### src/rtl/fmcvs_pkg.sv
// Shared types, codes and level helpers for the FM carrier volume shim.
package fmcvs_pkg;

    localparam int NUM_CHANNELS_DEF = 8;
    localparam int CH_W             = 3;
    localparam int SLOT_W           = 5;
    localparam int NUM_SLOTS        = 32;
    localparam int NUM_CH_MAX       = 8;

    localparam logic [1:0] OP_WRITE  = 2'd0;
    localparam logic [1:0] OP_MUTE   = 2'd1;
    localparam logic [1:0] OP_UNMUTE = 2'd2;

    localparam logic       CFG_VOLUME  = 1'b0;
    localparam logic       CFG_PRESENT = 1'b1;

    localparam logic signed [7:0] VOLUME_RESET = -8'sd12;
    localparam logic signed [7:0] MUTE_OFFSET  = -8'sd127;
    localparam logic [7:0]        LEVEL_RESET  = 8'h7f;
    localparam logic [2:0]        TL_PREFIX    = 3'b011;
    localparam logic [4:0]        ALGO_PREFIX  = 5'b00100;

    typedef struct packed {
        logic [1:0] op;
        logic [7:0] reg_addr;
        logic [7:0] reg_data;
    } cmd_t;

    typedef struct packed {
        logic [7:0] out_addr;
        logic [7:0] out_data;
        logic       last;
    } res_t;

    typedef struct packed {
        logic            load;
        logic            upd_mask;
        logic            resend;
        logic            emit_write;
        logic            flush;
        logic [CH_W-1:0] ch;
        logic [1:0]      k;
    } ctrl_t;

    typedef struct packed {
        logic       chip_present;
        logic [1:0] op;
        logic       is_algo;
        logic       mask_changes;
    } sts_t;

    function automatic logic [3:0] algo_carriers(input logic [2:0] algo);
        logic [3:0] m;
        case (algo)
            3'd0, 3'd1, 3'd2, 3'd3: m = 4'h8;
            3'd4:                   m = 4'hc;
            3'd5, 3'd6:             m = 4'he;
            3'd7:                   m = 4'hf;
            default:                m = 4'h8;
        endcase
        return m;
    endfunction

    function automatic logic [7:0] adjust_level(input logic [7:0] level,
                                                input logic signed [7:0] v);
        logic [9:0] t;
        logic [7:0] r;
        t = {3'b000, level[6:0]} - {{2{v[7]}}, v};
        if (t[9])
            r = 8'h00;
        else if (t[8:7] != 2'b00)
            r = LEVEL_RESET;
        else
            r = {1'b0, t[6:0]};
        return r;
    endfunction

endpackage

### src/rtl/fm_opm_carrier_volume_shim_core.sv
// Top level of the FM carrier volume shim: sequencer plus datapath.
// Plain write: decode, then flush; its beat passes through the pending and output registers.
// Algorithm change: four slot checks of one channel, then the write.
// Mute/unmute: the walk checks every slot of all NUM_CHANNELS channels, one slot per cycle.
// One beat per cycle at most; res_valid marks each beat for one cycle only.
// rst_n clears control, restores volume -12, chip present, levels 0x7f, masks 0.
module fm_opm_carrier_volume_shim_core
    import fmcvs_pkg::*;
#(
    parameter int NUM_CHANNELS = NUM_CHANNELS_DEF
)
(
    input  logic       clk,
    input  logic       rst_n,
    input  logic       start,
    output logic       busy,
    input  cmd_t       cmd,
    output logic       res_valid,
    output res_t       res,
    input  logic       cfg_we,
    input  logic       cfg_index,
    input  logic [7:0] cfg_data
);

    ctrl_t      ctrl;
    sts_t       sts;
    logic [7:0] cur_addr;

    fmcvs_ctrl #(
        .NUM_CHANNELS(NUM_CHANNELS)
    ) u_ctrl (
        .clk      (clk),
        .rst_n    (rst_n),
        .start    (start),
        .reg_addr (cur_addr),
        .sts      (sts),
        .ctrl     (ctrl),
        .busy     (busy)
    );

    fmcvs_dp u_dp (
        .clk       (clk),
        .rst_n     (rst_n),
        .cmd       (cmd),
        .cfg_we    (cfg_we),
        .cfg_index (cfg_index),
        .cfg_data  (cfg_data),
        .ctrl      (ctrl),
        .sts       (sts),
        .cur_addr  (cur_addr),
        .res_valid (res_valid),
        .res       (res)
    );

endmodule

### src/rtl/fmcvs_ctrl.sv
// Sequencer for the FM carrier volume shim: decode, slot walk and flush.
module fmcvs_ctrl
    import fmcvs_pkg::*;
#(
    parameter int NUM_CHANNELS = NUM_CHANNELS_DEF
)
(
    input  logic  clk,
    input  logic  rst_n,
    input  logic  start,
    input  logic  [7:0] reg_addr,
    input  sts_t  sts,
    output ctrl_t ctrl,
    output logic  busy
);

    localparam logic [2:0] S_IDLE   = 3'd0;
    localparam logic [2:0] S_DECODE = 3'd1;
    localparam logic [2:0] S_WALK   = 3'd2;
    localparam logic [2:0] S_EMIT   = 3'd3;
    localparam logic [2:0] S_FLUSH  = 3'd4;

    localparam logic [CH_W-1:0] LAST_CH = CH_W'(NUM_CHANNELS - 1);

    logic [2:0]      state_reg, state_next;
    logic [CH_W-1:0] ch_reg, ch_next;
    logic [1:0]      k_reg, k_next;
    logic            all_reg, all_next;

    always_ff @(posedge clk or negedge rst_n)
    begin
        if (!rst_n)
        begin
            state_reg <= S_IDLE;
            ch_reg    <= '0;
            k_reg     <= '0;
            all_reg   <= 1'b0;
        end
        else
        begin
            state_reg <= state_next;
            ch_reg    <= ch_next;
            k_reg     <= k_next;
            all_reg   <= all_next;
        end
    end

    always_comb
    begin
        state_next = state_reg;
        ch_next    = ch_reg;
        k_next     = k_reg;
        all_next   = all_reg;
        ctrl       = '0;
        ctrl.ch    = ch_reg;
        ctrl.k     = k_reg;
        case (state_reg)
            S_IDLE:
            begin
                if (start)
                begin
                    ctrl.load  = 1'b1;
                    state_next = S_DECODE;
                end
            end
            S_DECODE:
            begin
                k_next = 2'd0;
                if (!sts.chip_present)
                    state_next = S_IDLE;
                else if (sts.op == OP_WRITE)
                begin
                    if (sts.is_algo && sts.mask_changes)
                    begin
                        ctrl.upd_mask = 1'b1;
                        ch_next       = reg_addr[CH_W-1:0];
                        all_next      = 1'b0;
                        state_next    = S_WALK;
                    end
                    else
                    begin
                        ctrl.emit_write = 1'b1;
                        state_next      = S_FLUSH;
                    end
                end
                else if (sts.op == OP_MUTE || sts.op == OP_UNMUTE)
                begin
                    ch_next    = '0;
                    all_next   = 1'b1;
                    state_next = S_WALK;
                end
                else
                    state_next = S_IDLE;
            end
            S_WALK:
            begin
                ctrl.resend = 1'b1;
                k_next      = k_reg + 2'd1;
                if (k_reg == 2'd3)
                begin
                    if (!all_reg)
                        state_next = S_EMIT;
                    else if (ch_reg == LAST_CH)
                        state_next = S_FLUSH;
                    else
                        ch_next = ch_reg + CH_W'(1);
                end
            end
            S_EMIT:
            begin
                ctrl.emit_write = 1'b1;
                state_next      = S_FLUSH;
            end
            S_FLUSH:
            begin
                ctrl.flush = 1'b1;
                state_next = S_IDLE;
            end
            default:
                state_next = S_IDLE;
        endcase
    end

    assign busy = (state_reg != S_IDLE);

endmodule

### src/rtl/fmcvs_dp.sv
// Datapath for the FM carrier volume shim: shadows, masks, level math, output beat.
module fmcvs_dp
    import fmcvs_pkg::*;
(
    input  logic       clk,
    input  logic       rst_n,
    input  cmd_t       cmd,
    input  logic       cfg_we,
    input  logic       cfg_index,
    input  logic [7:0] cfg_data,
    input  ctrl_t      ctrl,
    output sts_t       sts,
    output logic [7:0] cur_addr,
    output logic       res_valid,
    output res_t       res
);

    cmd_t              cmd_reg;
    logic signed [7:0] volume_reg;
    logic              present_reg;
    logic [7:0]        shadow_reg [NUM_SLOTS];
    logic [3:0]        mask_reg [NUM_CH_MAX];
    res_t              pend_reg, pend_next;
    logic              pend_valid_reg, pend_valid_next;
    res_t              res_reg, res_next;
    logic              res_valid_reg, res_valid_next;

    logic              is_tl;
    logic [3:0]        new_mask;
    logic              tl_carrier;
    logic [SLOT_W-1:0] slot;
    logic signed [7:0] walk_v;
    logic              gen;
    res_t              gen_beat;

    assign is_tl      = (cmd_reg.reg_addr[7:5] == TL_PREFIX);
    assign new_mask   = algo_carriers(cmd_reg.reg_data[2:0]);
    assign tl_carrier = mask_reg[cmd_reg.reg_addr[2:0]][cmd_reg.reg_addr[4:3]];
    assign slot       = {ctrl.k, ctrl.ch};
    assign walk_v     = (cmd_reg.op == OP_MUTE) ? MUTE_OFFSET : volume_reg;

    assign sts.chip_present = present_reg;
    assign sts.op           = cmd_reg.op;
    assign sts.is_algo      = (cmd_reg.reg_addr[7:3] == ALGO_PREFIX);
    assign sts.mask_changes = (mask_reg[cmd_reg.reg_addr[2:0]] != new_mask);
    assign cur_addr         = cmd_reg.reg_addr;

    always_comb
    begin
        gen      = 1'b0;
        gen_beat = '0;
        if (ctrl.resend && mask_reg[ctrl.ch][ctrl.k])
        begin
            gen               = 1'b1;
            gen_beat.out_addr = {TL_PREFIX, slot};
            gen_beat.out_data = adjust_level(shadow_reg[slot], walk_v);
        end
        else if (ctrl.emit_write)
        begin
            gen               = 1'b1;
            gen_beat.out_addr = cmd_reg.reg_addr;
            gen_beat.out_data = (is_tl && tl_carrier)
                              ? adjust_level(cmd_reg.reg_data, volume_reg)
                              : cmd_reg.reg_data;
        end
    end

    // hold one beat back so the final one can carry last
    always_comb
    begin
        pend_next       = pend_reg;
        pend_valid_next = pend_valid_reg;
        res_next        = res_reg;
        res_valid_next  = 1'b0;
        if (gen)
        begin
            res_next        = pend_reg;
            res_next.last   = 1'b0;
            res_valid_next  = pend_valid_reg;
            pend_next       = gen_beat;
            pend_valid_next = 1'b1;
        end
        else if (ctrl.flush)
        begin
            res_next        = pend_reg;
            res_next.last   = 1'b1;
            res_valid_next  = pend_valid_reg;
            pend_valid_next = 1'b0;
        end
    end

    always_ff @(posedge clk)
    begin
        if (ctrl.load)
            cmd_reg <= cmd;
        pend_reg <= pend_next;
        res_reg  <= res_next;
    end

    always_ff @(posedge clk or negedge rst_n)
    begin
        if (!rst_n)
        begin
            volume_reg     <= VOLUME_RESET;
            present_reg    <= 1'b1;
            pend_valid_reg <= 1'b0;
            res_valid_reg  <= 1'b0;
            for (int i = 0; i < NUM_SLOTS; i++)
                shadow_reg[i] <= LEVEL_RESET;
            for (int i = 0; i < NUM_CH_MAX; i++)
                mask_reg[i] <= 4'h0;
        end
        else
        begin
            pend_valid_reg <= pend_valid_next;
            res_valid_reg  <= res_valid_next;
            if (cfg_we && cfg_index == CFG_VOLUME)
                volume_reg <= cfg_data;
            if (cfg_we && cfg_index == CFG_PRESENT)
                present_reg <= cfg_data[0];
            if (ctrl.emit_write && is_tl)
                shadow_reg[cmd_reg.reg_addr[4:0]] <= cmd_reg.reg_data;
            if (ctrl.upd_mask)
                mask_reg[cmd_reg.reg_addr[2:0]] <= new_mask;
        end
    end

    assign res_valid = res_valid_reg;
    assign res       = res_reg;

endmodule

### config.mk
export PLATFORM = sky130hd
export DESIGN_NAME = fm_opm_carrier_volume_shim_core
export DESIGN_NICKNAME = d
export VERILOG_FILES = /design/src/rtl/fmcvs_pkg.sv /design/src/rtl/fm_opm_carrier_volume_shim_core.sv /design/src/rtl/fmcvs_ctrl.sv /design/src/rtl/fmcvs_dp.sv
export SDC_FILE = /design/constraint.sdc
export NUM_CORES = 1
export LEC_CHECK = 0
export BUFFER_PORTS_ARGS = -buffer_cell sky130_fd_sc_hd__buf_2
export CAP_MARGIN = 20
export CORE_ASPECT_RATIO = 1.1
export CORE_MARGIN = 10
export CORE_UTILIZATION = 67
export DETAILED_ROUTE_END_ITERATION = 10
export GPL_TIMING_DRIVEN = 0
export PLACE_DENSITY = 0.84
export SYNTH_ARGS = -nofsm -noshare
export SYNTH_HDL_FRONTEND = slang
export SYNTH_SLANG_ARGS = --single-unit
### constraint.sdc
create_clock -name clk -period 10.1 [get_ports clk]
set_input_delay 2.02 -clock clk [delete_from_list [all_inputs] [get_ports clk]]
set_output_delay 2.02 -clock clk [all_outputs]
set_load 0.01 [all_outputs]
==> impl_metrics.py <==
metrics = {
    "layout": {
        "final_common_cell": "mux2_2",
        "largest_register_ffs": 224,
        "drive_above_1_share_pct": 59.7,
        "fillCellCount": 1352,
        "diodes": 0,
        "syn_to_final_growth_pct": 11.6,
        "layout.cells.non_filler": 1502,
        "mostFrequentLayoutCells": "247 x mux2_2, 230 x dfstp_2, 84 x mux4_2",
        "num-nets-final": 1227,
        "fin_util_pct": 76.1,
    },
    "power_and_ir_drop": {
        "power.density_mw_per_mm2": 212,
        "peakVddDrop_mv": 0.138,
        "p_leak_nw": 7.40,
    },
    "detailed_routing": {
        "vias": 9972,
        "drt_first_pass_iters": 5,
        "drt_iter0_markers": 961,
        "drc_errors": 0,
        "viasPerCell": 6.64,
        "drt-wirelength-per-cell_um": 26.1,
        "antenna_left": 0,
        "drt_wl_total_mm": 39.2,
    },
    "placed_design": {
        "hpwl_mm": 26.5,
        "placedCellCount": 1442,
        "io_buffers": 49,
        "gp_congestion": 0.924,
    },
    "floorplan": {
        "core-area_mm2": 0.0237,
        "num_rows": 59,
        "start_util_pct": 68.2,
        "die-area_mm2": 0.0307,
        "fp.dieW_um": 168,
        "die_h_um": 183,
        "io_pins": 50,
    },
    "cts": {
        "cts_buffers": 34,
        "holdBufCountCts": 0,
        "cts_sinks": 330,
        "clk_pin_slew_ps": 70,
        "clockBufferDepth": 3,
        "cts_resized": 0,
        "cts_setup_buffers": 0,
        "htree_levels": 2,
        "cts_tree": "yes",
        "clk_latency_ps": 530,
        "cts-root-buf": "clkbuf_16",
    },
    "synthesis": {
        "syn_nets": 1136,
        "synth-edff-count": 50,
        "syn_area_per_cell_um2": 14.9,
        "synthFlopType": "dfstp_2",
        "synth-seq-area-share_pct": 54.3,
        "syn_inst": 1084,
        "synth_seq_cells": 330,
        "ys_types": 56,
        "yosysWarnings": 0,
        "synthesis.area_mm2": 0.0162,
        "async_flop_share_pct": 83.6,
    },
    "global_routing": {
        "antenna_found_initial": 0,
        "met3_usage_pct": 4.70,
        "grt_max_degree": 111,
        "busiest_layer": "met2",
        "grt_pass1_vias": 10600,
        "grt-ovfl-total": 0,
        "grt_use_met2_pct": 42.7,
        "track_usage_pct": 25.4,
        "grt_pass1_wl_mm": 61.1,
        "globalRouteMet1Util_pct": 31.9,
    },
    "setup_path": {
        "worstSetupPathType": "reg2reg",
        "cp-start-kind": "register",
        "path_cells": "clkbuf_1 > buf_2 > buf_1 > clkbuf_1 > mux4_2 > mux4_2 > mux2i_1 > ha_1 > fa_1 > nor2b_1 > o21ai_0 > a21boi_0 > o21ai_0 > nand2b_1 > a2111oi_0 > nand2b_1 > o22ai_1",
        "required_ps": 10320,
        "critPathMaxFanout": 10,
        "endpoint_kind": "register",
        "crit_arrival_ps": 6460,
        "slowest_delay_ps": 780,
        "cpMaxStageDelayCell": "buf_1",
    },
    "timing": {
        "rsz0062_at_grt": "false",
        "worst_pin_slew_ps": 1070,
        "fin_setup_tns_ps": 0,
        "fmax_mhz": 160,
        "drv_slew": 0,
        "finalHoldViolations": 0,
        "min_period_ps": 6240,
        "fin_skew_ps": 32.9,
        "setup_viol": 0,
        "relSlewSlack_pct": 28.6,
        "fin_crit_sh_pct": 61.8,
    },
    "flow_run": {
        "drv_cap": 0,
    },
    "outcome": {
        "status": "finished clean",
    },
    "min_path": {
        "worstHoldPathType": "reg2reg",
    },
}
## layout make-up
cell class	instances	area [µm²]	share of cell area, %
plain buffers	65	265	1.47
clock buffers	51	1050	5.81
clock inverters	7	88.8	0.493
inverters	25	93.8	0.520
multi-input cells	664	7020	38.9
flip-flops and latches	330	8780	48.7
well taps	305	382	2.12
repair buffers	55	359	1.99
## critical path: cells and delay by family, from the launching register on
kind | cells | cell delay (ps)
muxes | 3 | 1400
and+or+nand+nor | 3 | 470
adders and majority gates | 2 | 450
buffers and inverters | 4 | 2190
AOI/OAI and AO/OA | 5 | 1050
DFF | 1 | 360
## report_power, final
group | total, mW | internal, mW | switching [mW] | leakage, nW
Sequential | 1.59 | 1.51 | 0.0781 | 3.50
Combinational | 0.954 | 0.355 | 0.599 | 3.33
Clock | 1.28 | 0.767 | 0.515 | 0.564
## per-layer routing
metal | vias up | wire (µm)
met1 | 5200 | 15200
met3 | 122 | 2570
li1 | 4229 | -
met4 | 0 | 1800
met2 | 421 | 19700
met5 | - | 0
## synthesized netlist by cell type, drive strengths merged (8+ instances only)
cell type    n  area [µm²]
clkbuf      49         185
nor2b        9        56.3
buf         16        80.1
inv         25        93.8
edfxtp      50        1500
a21oi       13        65.1
nand2       32         120
nor3        15        75.1
nand2b      16         100
a22oi        9        67.6
ha          19         238
and2        20         125
dfrtp       46        1150
mux2i       11         110
or2         17         106
nor2        35         131
o21ai       28         140
dfstp      230        6040
mux4        84        1890
nand3       30         150
mux2       262        3000
nor4         8         170
## final timing paths
check | startpoint | end | slack, ps | cells past startpoint
max | u_ctrl.ch_reg[0]$_DFFE_PN0P_ | u_dp.pend_reg[5]$_DFFE_PP_ | 3860 | 17
min | u_dp.res[0]$_SDFFE_PP0P_ | u_dp.res[0]$_SDFFE_PP0P_ | 490 | 2
max reg2reg | u_ctrl.ch_reg[0]$_DFFE_PN0P_ | u_dp.pend_reg[5]$_DFFE_PP_ | 3860 | 17
min reg2reg | u_dp.res[0]$_SDFFE_PP0P_ | u_dp.res[0]$_SDFFE_PP0P_ | 490 | 2
max in group asynchronous | rst_n | u_dp.shadow_reg[173]$_DFFE_PN1P_ | 7700 | 2
min in group asynchronous | rst_n | u_dp.mask_reg[23]$_DFFE_PN0P_ | 1440 | 1
## cell families (layout without fill, tap and decap cells)
logic type / count (synthesis) / in the layout / share of synthesized area, %
simple gates: 191 / 191 / 6.78
compound gates: 85 / 85 / 3.44
mux: 357 / 357 / 31.0
fa+ha+maj: 22 / 22 / 1.78
flops: 330 / 330 / 54.3
buf+inv: 90 / 203 / 2.22
xor+xnor: 9 / 9 / 0.488
## through the flow
stage | setup WS (ps) | area, µm² | hold WS, ps | total power [mW]
4_1_cts | 3910 | 18000 | 490 | 3.82
3_3_place_gp | 2260 | 16800 | 448 | 2.49
6_report | 3860 | 18000 | 489 | 3.82
3_5_place_dp | 4000 | 16900 | 467 | 2.53
5_1_grt | 3410 | 18000 | 506 | 3.97
2_1_floorplan | 5220 | 16200 | 441 | 2.22
Power figures use the tool's default switching activity.
